<file path="config.mk">
export PLATFORM = sky130hd
export DESIGN_NAME = piece_queue_with_reserve_stack
export DESIGN_NICKNAME = d
export VERILOG_FILES = /design/src/hdl/pqrs_pkg.sv /design/src/hdl/piece_queue_with_reserve_stack.sv /design/src/hdl/pqrs_ctrl.sv /design/src/hdl/pqrs_queue.sv /design/src/hdl/pqrs_stack.sv
export SDC_FILE = /design/constraint.sdc
export NUM_CORES = 1
export LEC_CHECK = 0
export ABC_AREA = 1
export BUFFER_PORTS_ARGS = -buffer_cell sky130_fd_sc_hd__buf_2
export CELL_PAD_IN_SITES_DETAIL_PLACEMENT = 0
export CELL_PAD_IN_SITES_GLOBAL_PLACEMENT = 1
export CORE_MARGIN = 5
export CORE_UTILIZATION = 48
export DETAILED_ROUTE_END_ITERATION = 7
export PLACE_DENSITY = 0.89
export SLEW_MARGIN = 20
export SYNTH_ARGS = -nofsm -noshare
export SYNTH_HDL_FRONTEND = slang
export SYNTH_SLANG_ARGS = --single-unit
</file>
<file path="constraint.sdc">
create_clock -name i_clk -period 3.7 [get_ports i_clk]
set_input_delay 0.37 -clock i_clk [delete_from_list [all_inputs] [get_ports i_clk]]
set_output_delay 0.37 -clock i_clk [all_outputs]
set_load 0.01 [all_outputs]
</file>
<file path="src/hdl/pqrs_pkg.sv">
// ----------------------------------------------------------------------------
// pqrs_pkg
// Types and constants shared by the piece queue with reserve stack.
// ----------------------------------------------------------------------------
`default_nettype none

package pqrs_pkg;

    localparam int KIND_BITS   = 2;
    localparam int TAG_W       = 16;
    localparam int MULTI_SWAP  = 3;

    localparam logic [2:0] CMD_PLAY    = 3'd0;
    localparam logic [2:0] CMD_RESERVE = 3'd1;
    localparam logic [2:0] CMD_USE     = 3'd2;
    localparam logic [2:0] CMD_SWAP    = 3'd3;
    localparam logic [2:0] CMD_SWAP3   = 3'd4;

    localparam logic [1:0] ST_DONE       = 2'd0;
    localparam logic [1:0] ST_EMPTY      = 2'd1;
    localparam logic [1:0] ST_STACK_FULL = 2'd2;
    localparam logic [1:0] ST_TOO_FEW    = 2'd3;

    typedef struct packed {
        logic [2:0]           command;
        logic [KIND_BITS-1:0] new_kind;
        logic [TAG_W-1:0]     new_tag;
    } t_in_word;

    typedef struct packed {
        logic                 item_valid;
        logic [KIND_BITS-1:0] item_kind;
        logic [TAG_W-1:0]     item_tag;
        logic [1:0]           status;
    } t_out_word;

    typedef struct packed {
        logic       q_pop;
        logic       q_push;
        logic       s_push;
        logic       s_pop;
        logic       swap1;
        logic       swap3;
        logic       out_valid;
        logic       out_from_stack;
        logic [1:0] status;
    } t_ctl;

endpackage

`default_nettype wire

</file>
<file path="src/hdl/piece_queue_with_reserve_stack.sv">
// ----------------------------------------------------------------------------
// piece_queue_with_reserve_stack
// Throughput: 1 word per cycle unless the output stalls; every command, swap
// three included, finishes in the single step between the input register
// and the result register.
// Reset: synchronous, active low; queue and stack become empty, both word
// registers empty. Stored items are not cleared.
// ----------------------------------------------------------------------------
`default_nettype none

module piece_queue_with_reserve_stack #(
    parameter int QUEUE_DEPTH = 5,
    parameter int STACK_DEPTH = 3,
    parameter int TAG_BITS    = 16
) (
    input  wire logic                 i_clk,
    input  wire logic                 i_rst_n,
    input  wire logic                 i_in_valid,
    output logic                      o_in_stall,
    input  wire pqrs_pkg::t_in_word   i_in_data,
    output logic                      o_out_valid,
    input  wire logic                 i_out_stall,
    output pqrs_pkg::t_out_word       o_out_data
);

    localparam int ITEM_BITS = TAG_BITS + pqrs_pkg::KIND_BITS;
    localparam int NS        = pqrs_pkg::MULTI_SWAP;
    localparam int QCW       = $clog2(QUEUE_DEPTH + 1);
    localparam int SCW       = $clog2(STACK_DEPTH + 1);

    logic                          r_in_valid;
    pqrs_pkg::t_in_word            r_in;
    logic                          r_out_valid;
    pqrs_pkg::t_out_word           r_out;
    pqrs_pkg::t_out_word           n_out;
    logic                          adv;
    logic                          in_take;
    pqrs_pkg::t_ctl                ctl;
    logic [QCW-1:0]                q_count;
    logic [SCW-1:0]                s_count;
    logic [NS-1:0][ITEM_BITS-1:0]  q_front;
    logic [NS-1:0][ITEM_BITS-1:0]  s_top;
    logic [ITEM_BITS-1:0]          fresh;
    logic [ITEM_BITS-1:0]          gone;
    logic [31:0]                   in_tag_ext;
    logic [31:0]                   out_tag_ext;

    assign adv        = r_in_valid && (!r_out_valid || !i_out_stall);
    assign o_in_stall = r_in_valid && !adv;
    assign in_take    = i_in_valid && !o_in_stall;

    always_ff @(posedge i_clk) begin
        if (!i_rst_n) begin
            r_in_valid <= 1'b0;
        end else if (in_take) begin
            r_in_valid <= 1'b1;
        end else if (adv) begin
            r_in_valid <= 1'b0;
        end
    end

    always_ff @(posedge i_clk) begin
        if (in_take) begin
            r_in <= i_in_data;
        end
    end

    pqrs_ctrl #(
        .QUEUE_DEPTH (QUEUE_DEPTH),
        .STACK_DEPTH (STACK_DEPTH)
    ) u_ctrl (
        .i_go      (adv),
        .i_command (r_in.command),
        .i_q_count (q_count),
        .i_s_count (s_count),
        .o_ctl     (ctl)
    );

    assign in_tag_ext = 32'(r_in.new_tag);
    assign fresh      = {r_in.new_kind, in_tag_ext[TAG_BITS-1:0]};

    pqrs_queue #(
        .DEPTH     (QUEUE_DEPTH),
        .ITEM_BITS (ITEM_BITS)
    ) u_queue (
        .i_clk     (i_clk),
        .i_rst_n   (i_rst_n),
        .i_ctl     (ctl),
        .i_fresh   (fresh),
        .i_swap_in (s_top),
        .o_front   (q_front),
        .o_count   (q_count)
    );

    pqrs_stack #(
        .DEPTH     (STACK_DEPTH),
        .ITEM_BITS (ITEM_BITS)
    ) u_stack (
        .i_clk       (i_clk),
        .i_rst_n     (i_rst_n),
        .i_ctl       (ctl),
        .i_push_item (q_front[0]),
        .i_swap_in   (q_front),
        .o_top       (s_top),
        .o_count     (s_count)
    );

    assign gone        = ctl.out_from_stack ? s_top[0] : q_front[0];
    assign out_tag_ext = 32'(gone[TAG_BITS-1:0]);

    always_comb begin
        n_out            = '0;
        n_out.status     = ctl.status;
        n_out.item_valid = ctl.out_valid;
        if (ctl.out_valid) begin
            n_out.item_kind = gone[ITEM_BITS-1 -: pqrs_pkg::KIND_BITS];
            n_out.item_tag  = out_tag_ext[pqrs_pkg::TAG_W-1:0];
        end
    end

    always_ff @(posedge i_clk) begin
        if (!i_rst_n) begin
            r_out_valid <= 1'b0;
        end else if (adv) begin
            r_out_valid <= 1'b1;
        end else if (!i_out_stall) begin
            r_out_valid <= 1'b0;
        end
    end

    always_ff @(posedge i_clk) begin
        if (adv) begin
            r_out <= n_out;
        end
    end

    assign o_out_valid = r_out_valid;
    assign o_out_data  = r_out;

`ifndef SYNTH
    a_q_bound: assert property (@(posedge i_clk) disable iff (!i_rst_n)
        q_count <= QCW'(QUEUE_DEPTH))
        else $error("queue count beyond depth");

    a_s_bound: assert property (@(posedge i_clk) disable iff (!i_rst_n)
        s_count <= SCW'(STACK_DEPTH))
        else $error("stack count beyond depth");

    a_valid_done: assert property (@(posedge i_clk) disable iff (!i_rst_n)
        (o_out_valid && o_out_data.item_valid) |-> (o_out_data.status == pqrs_pkg::ST_DONE))
        else $error("item returned with error status");

    a_idle_zero: assert property (@(posedge i_clk) disable iff (!i_rst_n)
        (o_out_valid && !o_out_data.item_valid)
            |-> (o_out_data.item_kind == '0 && o_out_data.item_tag == '0))
        else $error("nonzero item fields without item");

    a_use_pops: assert property (@(posedge i_clk) disable iff (!i_rst_n)
        (adv && r_in.command == pqrs_pkg::CMD_USE && s_count != '0)
            |=> (s_count == $past(s_count) - SCW'(1)))
        else $error("use did not pop stack");
`endif

endmodule

`default_nettype wire

</file>
<file path="src/hdl/pqrs_ctrl.sv">
// ----------------------------------------------------------------------------
// pqrs_ctrl
// Command decode: checks occupancy and issues queue and stack operations.
// ----------------------------------------------------------------------------
`default_nettype none

module pqrs_ctrl #(
    parameter int QUEUE_DEPTH = 5,
    parameter int STACK_DEPTH = 3
) (
    input  wire logic                               i_go,
    input  wire logic [2:0]                         i_command,
    input  wire logic [$clog2(QUEUE_DEPTH+1)-1:0]   i_q_count,
    input  wire logic [$clog2(STACK_DEPTH+1)-1:0]   i_s_count,
    output pqrs_pkg::t_ctl                          o_ctl
);

    localparam int QCW = $clog2(QUEUE_DEPTH + 1);
    localparam int SCW = $clog2(STACK_DEPTH + 1);

    logic q_empty;
    logic s_empty;
    logic s_full;
    logic q_few;
    logic s_few;

    assign q_empty = (i_q_count == '0);
    assign s_empty = (i_s_count == '0);
    assign s_full  = (i_s_count == SCW'(STACK_DEPTH));
    assign q_few   = (i_q_count < QCW'(pqrs_pkg::MULTI_SWAP));
    assign s_few   = (i_s_count < SCW'(pqrs_pkg::MULTI_SWAP));

    always_comb begin
        o_ctl        = '0;
        o_ctl.status = pqrs_pkg::ST_DONE;
        case (i_command)
            pqrs_pkg::CMD_PLAY: begin
                o_ctl.q_push = i_go;
                if (q_empty) begin
                    o_ctl.status = pqrs_pkg::ST_EMPTY;
                end else begin
                    o_ctl.q_pop     = i_go;
                    o_ctl.out_valid = 1'b1;
                end
            end
            pqrs_pkg::CMD_RESERVE: begin
                if (s_full) begin
                    o_ctl.status = pqrs_pkg::ST_STACK_FULL;
                end else if (q_empty) begin
                    o_ctl.status = pqrs_pkg::ST_EMPTY;
                end else begin
                    o_ctl.q_pop  = i_go;
                    o_ctl.q_push = i_go;
                    o_ctl.s_push = i_go;
                end
            end
            pqrs_pkg::CMD_USE: begin
                if (s_empty) begin
                    o_ctl.status = pqrs_pkg::ST_EMPTY;
                end else begin
                    o_ctl.s_pop          = i_go;
                    o_ctl.out_valid      = 1'b1;
                    o_ctl.out_from_stack = 1'b1;
                end
            end
            pqrs_pkg::CMD_SWAP: begin
                if (q_empty || s_empty) begin
                    o_ctl.status = pqrs_pkg::ST_EMPTY;
                end else begin
                    o_ctl.swap1 = i_go;
                end
            end
            pqrs_pkg::CMD_SWAP3: begin
                if (q_few || s_few) begin
                    o_ctl.status = pqrs_pkg::ST_TOO_FEW;
                end else begin
                    o_ctl.swap3 = i_go;
                end
            end
            default: begin
                o_ctl.status = pqrs_pkg::ST_DONE;
            end
        endcase
    end

endmodule

`default_nettype wire

</file>
<file path="src/hdl/pqrs_queue.sv">
// ----------------------------------------------------------------------------
// pqrs_queue
// Shifting queue: the front item always sits in entry zero.
// ----------------------------------------------------------------------------
`default_nettype none

module pqrs_queue #(
    parameter int DEPTH     = 5,
    parameter int ITEM_BITS = 18
) (
    input  wire logic                                         i_clk,
    input  wire logic                                         i_rst_n,
    input  wire pqrs_pkg::t_ctl                               i_ctl,
    input  wire logic [ITEM_BITS-1:0]                         i_fresh,
    input  wire logic [pqrs_pkg::MULTI_SWAP-1:0][ITEM_BITS-1:0] i_swap_in,
    output logic [pqrs_pkg::MULTI_SWAP-1:0][ITEM_BITS-1:0]    o_front,
    output logic [$clog2(DEPTH+1)-1:0]                        o_count
);

    localparam int CW = $clog2(DEPTH + 1);
    localparam int NS = pqrs_pkg::MULTI_SWAP;

    logic [DEPTH-1:0][ITEM_BITS-1:0] r_ent;
    logic [DEPTH-1:0][ITEM_BITS-1:0] n_ent;
    logic [DEPTH-1:0][ITEM_BITS-1:0] w_shift;
    logic [CW-1:0]                   r_count;
    logic [CW-1:0]                   n_count;
    logic [CW-1:0]                   cnt_after;
    logic                            push_ok;

    for (genvar g = 0; g < DEPTH; g++) begin : g_shift
        if (g < DEPTH - 1) begin : g_mid
            assign w_shift[g] = r_ent[g+1];
        end else begin : g_last
            assign w_shift[g] = r_ent[g];
        end
    end

    always_comb begin
        cnt_after = r_count - CW'(i_ctl.q_pop);
        push_ok   = i_ctl.q_push && (cnt_after < CW'(DEPTH));
        n_count   = cnt_after + CW'(push_ok);
        for (int i = 0; i < DEPTH; i++) begin
            n_ent[i] = i_ctl.q_pop ? w_shift[i] : r_ent[i];
            if (push_ok && (cnt_after == CW'(i))) begin
                n_ent[i] = i_fresh;
            end
        end
        if (i_ctl.swap1) begin
            n_ent[0] = i_swap_in[0];
        end
        if (i_ctl.swap3) begin
            for (int j = 0; j < NS; j++) begin
                n_ent[j] = i_swap_in[j];
            end
        end
    end

    always_ff @(posedge i_clk) begin
        if (!i_rst_n) begin
            r_count <= '0;
        end else begin
            r_count <= n_count;
        end
    end

    always_ff @(posedge i_clk) begin
        r_ent <= n_ent;
    end

    assign o_front = r_ent[NS-1:0];
    assign o_count = r_count;

endmodule

`default_nettype wire

</file>
<file path="src/hdl/pqrs_stack.sv">
// ----------------------------------------------------------------------------
// pqrs_stack
// Shifting stack: the top item always sits in entry zero.
// ----------------------------------------------------------------------------
`default_nettype none

module pqrs_stack #(
    parameter int DEPTH     = 3,
    parameter int ITEM_BITS = 18
) (
    input  wire logic                                         i_clk,
    input  wire logic                                         i_rst_n,
    input  wire pqrs_pkg::t_ctl                               i_ctl,
    input  wire logic [ITEM_BITS-1:0]                         i_push_item,
    input  wire logic [pqrs_pkg::MULTI_SWAP-1:0][ITEM_BITS-1:0] i_swap_in,
    output logic [pqrs_pkg::MULTI_SWAP-1:0][ITEM_BITS-1:0]    o_top,
    output logic [$clog2(DEPTH+1)-1:0]                        o_count
);

    localparam int CW = $clog2(DEPTH + 1);
    localparam int NS = pqrs_pkg::MULTI_SWAP;

    logic [DEPTH-1:0][ITEM_BITS-1:0] r_ent;
    logic [DEPTH-1:0][ITEM_BITS-1:0] n_ent;
    logic [DEPTH-1:0][ITEM_BITS-1:0] w_down;
    logic [DEPTH-1:0][ITEM_BITS-1:0] w_up;
    logic [CW-1:0]                   r_count;
    logic [CW-1:0]                   n_count;

    for (genvar g = 0; g < DEPTH; g++) begin : g_shift
        if (g == 0) begin : g_first
            assign w_down[g] = i_push_item;
        end else begin : g_rest
            assign w_down[g] = r_ent[g-1];
        end
        if (g < DEPTH - 1) begin : g_mid
            assign w_up[g] = r_ent[g+1];
        end else begin : g_last
            assign w_up[g] = r_ent[g];
        end
    end

    always_comb begin
        n_count = r_count + CW'(i_ctl.s_push) - CW'(i_ctl.s_pop);
        for (int i = 0; i < DEPTH; i++) begin
            n_ent[i] = r_ent[i];
            if (i_ctl.s_push) begin
                n_ent[i] = w_down[i];
            end else if (i_ctl.s_pop) begin
                n_ent[i] = w_up[i];
            end
        end
        if (i_ctl.swap1) begin
            n_ent[0] = i_swap_in[0];
        end
        if (i_ctl.swap3) begin
            for (int j = 0; j < NS; j++) begin
                n_ent[j] = i_swap_in[j];
            end
        end
    end

    always_ff @(posedge i_clk) begin
        if (!i_rst_n) begin
            r_count <= '0;
        end else begin
            r_count <= n_count;
        end
    end

    always_ff @(posedge i_clk) begin
        r_ent <= n_ent;
    end

    assign o_top   = r_ent[NS-1:0];
    assign o_count = r_count;

endmodule

`default_nettype wire
</file>
==> reports/qor.yml, run 1 <==
syn-instance-count: 927
async_reset_ff_frac: 0
final_nets: 997
io_buffers: 47
ys_seq_area_frac: 0.6355
path_clk_slew_ns: 0.07
num_rows: 50
place_hpwl_mm: 12.52
cp_max_fo: 37
cp-end-kind: "register"
drive_gt1_frac: 0.1185
arrival_ns: 3.29
internal_power_w: 0.003603
diodes: 0
worst_skew_pair.late_latency_ns: 0.43
startpoint_type: "register"
grt_pass1_wl_mm: 29.71
min_period_over_period: 0.8719
worstPathRequired_ns: 3.76
grt_max_degree: 73
post_synth.cell_area_avg_sq_um: 9.719
worst_slew_pin_slew_ns: 0.8629
grt_setup_unrepaired: "false"
fmax_mhz: 310.0
synth_flop_cell: "edfxtp_1"
slew_violations: 0
hold_class: "in2reg"
setup_viol: 0
drt_iter0_markers: 576
finalSetupTns_ns: 0
cts_resized: 0
leakagePower_nw: 4.364
ys_ff_latch: 193
ios: 48
cts_buffers: 17
synth-edff-count: 186
comb_power_share: 0.027
maxCapViolations: 0
power_switching_share: 0.2079
seqPwrFrac: 0.532
switchingPower_w: 0.0009457
place.gp.congestion: 0.7938
rr_worst_depth: 10
antenna_found_initial: 0
syn_area_sq_um: 9010
grt_overflow: 0
htreeDepth: 4
start_util: 0.4849
setup.worst_path.class: "reg2reg"
setup_slack_ns: 0.4739
track_usage: 0.1703
cts_tree: "built"
wirelength_mm: 17.84
drcViolationCount: 0
ys_warn_count: 0
status: "completed"
fill_cells: 1638
syn_to_final_growth_pct: 11.93
post-cts-setup-buffers: 0
clockPowerShare: 0.441
fin_worst_skew_ns: 0.007099
syn-num-nets: 958
vias_per_cell: 5.043
die_h_um: 147.0
yosys.area.top_type: "edfxtp_1"
grt_pass1_vias: 5668
cts_sinks: 193
core_sq_um: 18580
ant_nets: 0
place_ws_ns: 0.4835
clockBufferDepth: 2
max_slew_margin: 0.4231
die_w_um: 147.0
firstDrtPassIters: 5
cts_root_buffer: "clkbuf_16"
synthTopCellsByArea: "edfxtp_1 (62%), nand2_1 (12%), nand3_1 (6.3%)"
yosys.area.top_type_share: 0.6199
synth_cell_type_count: 29
ys_top_cells_by_count: "nand2_1 (292), edfxtp_1 (186), nand3_1 (114)"
yosysMostFrequentCell: "nand2_1"
whs_path_depth: 1
period_needed_ns: 3.226
finalHoldViolations: 0
routedWlPerCell_um: 14.71
num_vias: 6117
irDropWorstVdd_uv: 334.7
power_density_nw_per_um2: 451.1
whs_ns: 0.1091
die_area_sq_um: 21610
hold_buffers: 0
==> per-stage QoR <==
step | std cells | total power [W] | area, sq um | utilization
final | 1213 | 0.004549 | 10080 | 0.5428
after global routing | 1213 | 0.004696 | 10080 | 0.5428
after CTS | 1213 | 0.004585 | 10080 | 0.5428
after detailed placement | 1181 | 0.002593 | 9438 | 0.5079
after global placement | 1181 | 0.002590 | 9438 | 0.5079
after floorplan | 927 | 0.002542 | 9010 | -
==> cell usage in the layout (no fill, tap or decap), drive strengths merged <==
master,count
a21oi,37
buf,63
bufinv,4
clkbuf,18
clkinv,2
clkinvlp,1
dfxtp,7
edfxtp,186
ha,6
inv,114
nand2,298
nand3,116
nor2,48
nor3,2
o211ai,7
o21ai,67
or2,1
xor2,2
==> cell families (layout without fill, tap and decap cells) <==
| group | after synthesis | count (layout) | synth area share |
|---|---|---|---|
| buf+inv | 150 | 202 | 0.06902 |
| compound gates | 111 | 111 | 0.06652 |
| simple gates | 465 | 465 | 0.2187 |
| fa+ha+maj | 6 | 6 | 0.008332 |
| flops | 193 | 193 | 0.6355 |
| xor+xnor | 2 | 2 | 0.001945 |
==> final timing paths <==
path | end | start | slack [ns]
max | u_queue.r_ent[64] | r_in[19] | 0.47
min | fresh[14] | i_in_data[14] | 0.11
min reg2reg | u_queue.r_ent[89] | fresh[17] | 0.45
max reg2reg | u_queue.r_ent[64] | r_in[19] | 0.47
==> area by class of cell <==
| cell class | instances | area [sq um] | area share |
|---|---|---|---|
| flip-flops and latches | 193 | 5725 | 0.5677 |
| multi-input cells | 584 | 2663 | 0.2640 |
| clock buffers | 18 | 429.2 | 0.04256 |
| inverters | 107 | 401.6 | 0.03983 |
| repair buffers | 63 | 355.3 | 0.03524 |
| well taps | 234 | 292.8 | 0.02903 |
| clock inverters | 14 | 217.7 | 0.02159 |
==> critical path, cell delays in order (launching register included) <==
cell,delay [ns]
edfxtp_1,0.43
nor2_2,0.19
nand3_2,0.17
a21oi_1,0.29
ha_1,0.21
ha_1,0.15
xor2_1,0.06
buf_4,0.17
nor3_1,0.27
nand2_4,0.26
nand2_1,0.65
==> state kept, by name, summed over array words and instances, names as in the netlist <==
register         flops
u_stack.o_count      2
u_queue.o_count      3
r_in_valid           1
o_out_valid          1
o_out_data          21
u_queue.o_front     54
r_in                 3
u_stack.o_top       54
u_queue.r_ent       36
fresh               18
==> metal layers <==
layer | part of all wire | GRT usage
met1 | 0.51 | 0.2706
met2 | 0.41 | 0.2399
met3 | 0.063 | 0.02714
met4 | 0.013 | 0.05172
met5 | 0 | 0
==> power groups by stage <==
stage | combinational (W) | sequential, W | clock [W]
2_1_floorplan | 0.0000696 | 0.00247 | 0
4_1_cts | 0.000125 | 0.00242 | 0.00204
3_5_place_dp | 0.000124 | 0.00247 | 0
6_report | 0.000124 | 0.00242 | 0.00201
5_1_grt | 0.000139 | 0.00242 | 0.00213
3_3_place_gp | 0.000123 | 0.00247 | 0
(Power assumes the default switching activity.)
==> run 2: changes to the inputs <==
==> constraint.sdc (replaced) <==
create_clock -name i_clk -period 3.7 [get_ports i_clk]
set_input_delay 0.74 -clock i_clk [delete_from_list [all_inputs] [get_ports i_clk]]
set_output_delay 0.74 -clock i_clk [all_outputs]
set_load 0.01 [all_outputs]
==> run 2 against run 1 <==
- worst setup slack improved by 0.28 ns
- first-iteration DRC count decreased by 10%
- final area decreased by 1.1%
- largest power group unchanged
==> reports/qor.yml, run 2 (synthesis gave the netlist of run 1 again) <==
status: "completed"
rr_worst_depth: 10
place_hpwl_mm: 12.48
worst_slew_pin_slew_ns: 0.8874
post-cts-setup-buffers: 0
setup.worst_path.class: "reg2reg"
path_clk_slew_ns: 0.07
setup_viol: 0
track_usage: 0.1672
hold_buffers: 0
r2r-end: "u_queue.o_front[43]"
grt_max_degree: 53
grt_pass1_vias: 5553
cts_tree: "built"
start_util: 0.4849
diodes: 0
cp_max_fo: 19
fin_worst_skew_ns: 0.007611
leakagePower_nw: 4.310
layout_commonest_cell: "nand2_1"
stdcell_count: 1213
antenna_found_initial: 0
rrSetupSlack_ns: 0.75
power_density_nw_per_um2: 418.9
die_h_um: 147.0
ios: 48
crit_path_end: "u_queue.o_front[43]"
drt_iter0_markers: 517
grt_setup_unrepaired: "false"
slew_violations: 0
final_area_sq_um: 9976
clockBufferDepth: 2
startpoint_type: "register"
htreeDepth: 4
whs_ns: 0.4459
ff_latch_area_sq_um: 5725
cts_root_buffer: "clkbuf_16"
finalSetupTns_ns: 0
worstPathRequired_ns: 3.75
max_slew_margin: 0.4068
rr_startpoint: "r_in[19]"
cts_sinks: 193
arrival_ns: 3.00
num_vias: 6023
vias_per_cell: 4.965
routedWlPerCell_um: 14.31
core_sq_um: 18580
finalHoldViolations: 0
num_rows: 50
worst_skew_pair.late_latency_ns: 0.42
min_period_over_period: 0.7965
die_area_sq_um: 21610
syn_to_final_growth_pct: 10.72
power_w: 0.004179
place_area_sq_um: 9460
place_inst: 1183
ant_nets: 0
fmax_mhz: 339.3
drive_gt1_frac: 0.1175
fill_cells: 1635
drcViolationCount: 0
final_cell_mix: "nand2_1 (292), edfxtp_1 (186), nand3_1 (113), inv_1 (104), o21ai_0 (54)"
hold_class: "reg2reg"
cts_buffers: 17
multi_input_area_sq_um: 2670
firstDrtPassIters: 5
crit_path_start: "r_in[19]"
final_nets: 999
wirelength_mm: 17.36
period_needed_ns: 2.947
maxCapViolations: 0
io_buffers: 47
cts_resized: 0
cp-end-kind: "register"
irDropWorstVdd_uv: 316.9
die_w_um: 147.0
grt_overflow: 0
grt_pass1_wl_mm: 29.31
whs_path_depth: 0
place.gp.congestion: 0.8348
## run 2: cell types whose count changed in the layout (fill, tap and decap cells not counted)
cell and change:
buf_4 +2, bufinv_16 -4, nand3_1 -1, clkinv_8 -1
inv_8 -3, inv_6 -1, nor2_2 +1, clkinv_4 +3
clkinv_2 -1, nor2_1 -1, clkinvlp_4 +2, nand3_2 +1
clkinv_1 +3
## run 2: layout make-up
type	instances	area share
repair buffers	65	0.03713
well taps	234	0.02935
multi-input cells	584	0.2677
flip-flops and latches	193	0.5739
clock buffers	18	0.04302
inverters	107	0.04026
clock inverters	12	0.008654
## run 2: critical path: stages, from the launching register on
cell	delay (ns)
edfxtp_1	0.42
nor2_2	0.18
nand3_2	0.17
a21oi_1	0.29
ha_1	0.20
ha_1	0.27
inv_1	0.10
nand2_1	0.06
nor2_2	0.17
nand2_4	0.15
nand2_1	0.56
## run 2: metal layers
metal / global-route usage / part of all wire / vias up
met1: 0.2673 / 0.51 / 2671
met4: 0.04893 / 0.012 / 0
met5: 0 / 0 / -
met2: 0.2332 / 0.41 / 174
li1: - / - / 3163
met3: 0.02838 / 0.064 / 15
## run 2: through the flow
step           setup WS, ns    util
4_1_cts              0.6952  0.5369
6_report             0.7529  0.5369
2_1_floorplan       0.06490       -
3_3_place_gp         0.4678  0.5092
5_1_grt              0.4563  0.5369
3_5_place_dp         0.3851  0.5092
## run 2: power by group
part | switching, W | total, W | internal [W]
clock | 0.000780 | 0.00163 | 0.000854
sequential | 0.0000128 | 0.00242 | 0.00241
combinational | 0.0000873 | 0.000124 | 0.0000369
## run 2: worst min path at each step
stage	startpoint	end	slack [ns]
3_3_place_gp	fresh[12]	u_queue.r_ent[84]	0.43
5_1_grt	fresh[1]	u_queue.r_ent[73]	0.45
3_5_place_dp	fresh[4]	u_queue.r_ent[76]	0.43
4_1_cts	fresh[4]	u_queue.r_ent[76]	0.45
2_1_floorplan	fresh[0]	u_queue.r_ent[72]	0.43
6_report	fresh[1]	u_queue.r_ent[73]	0.45
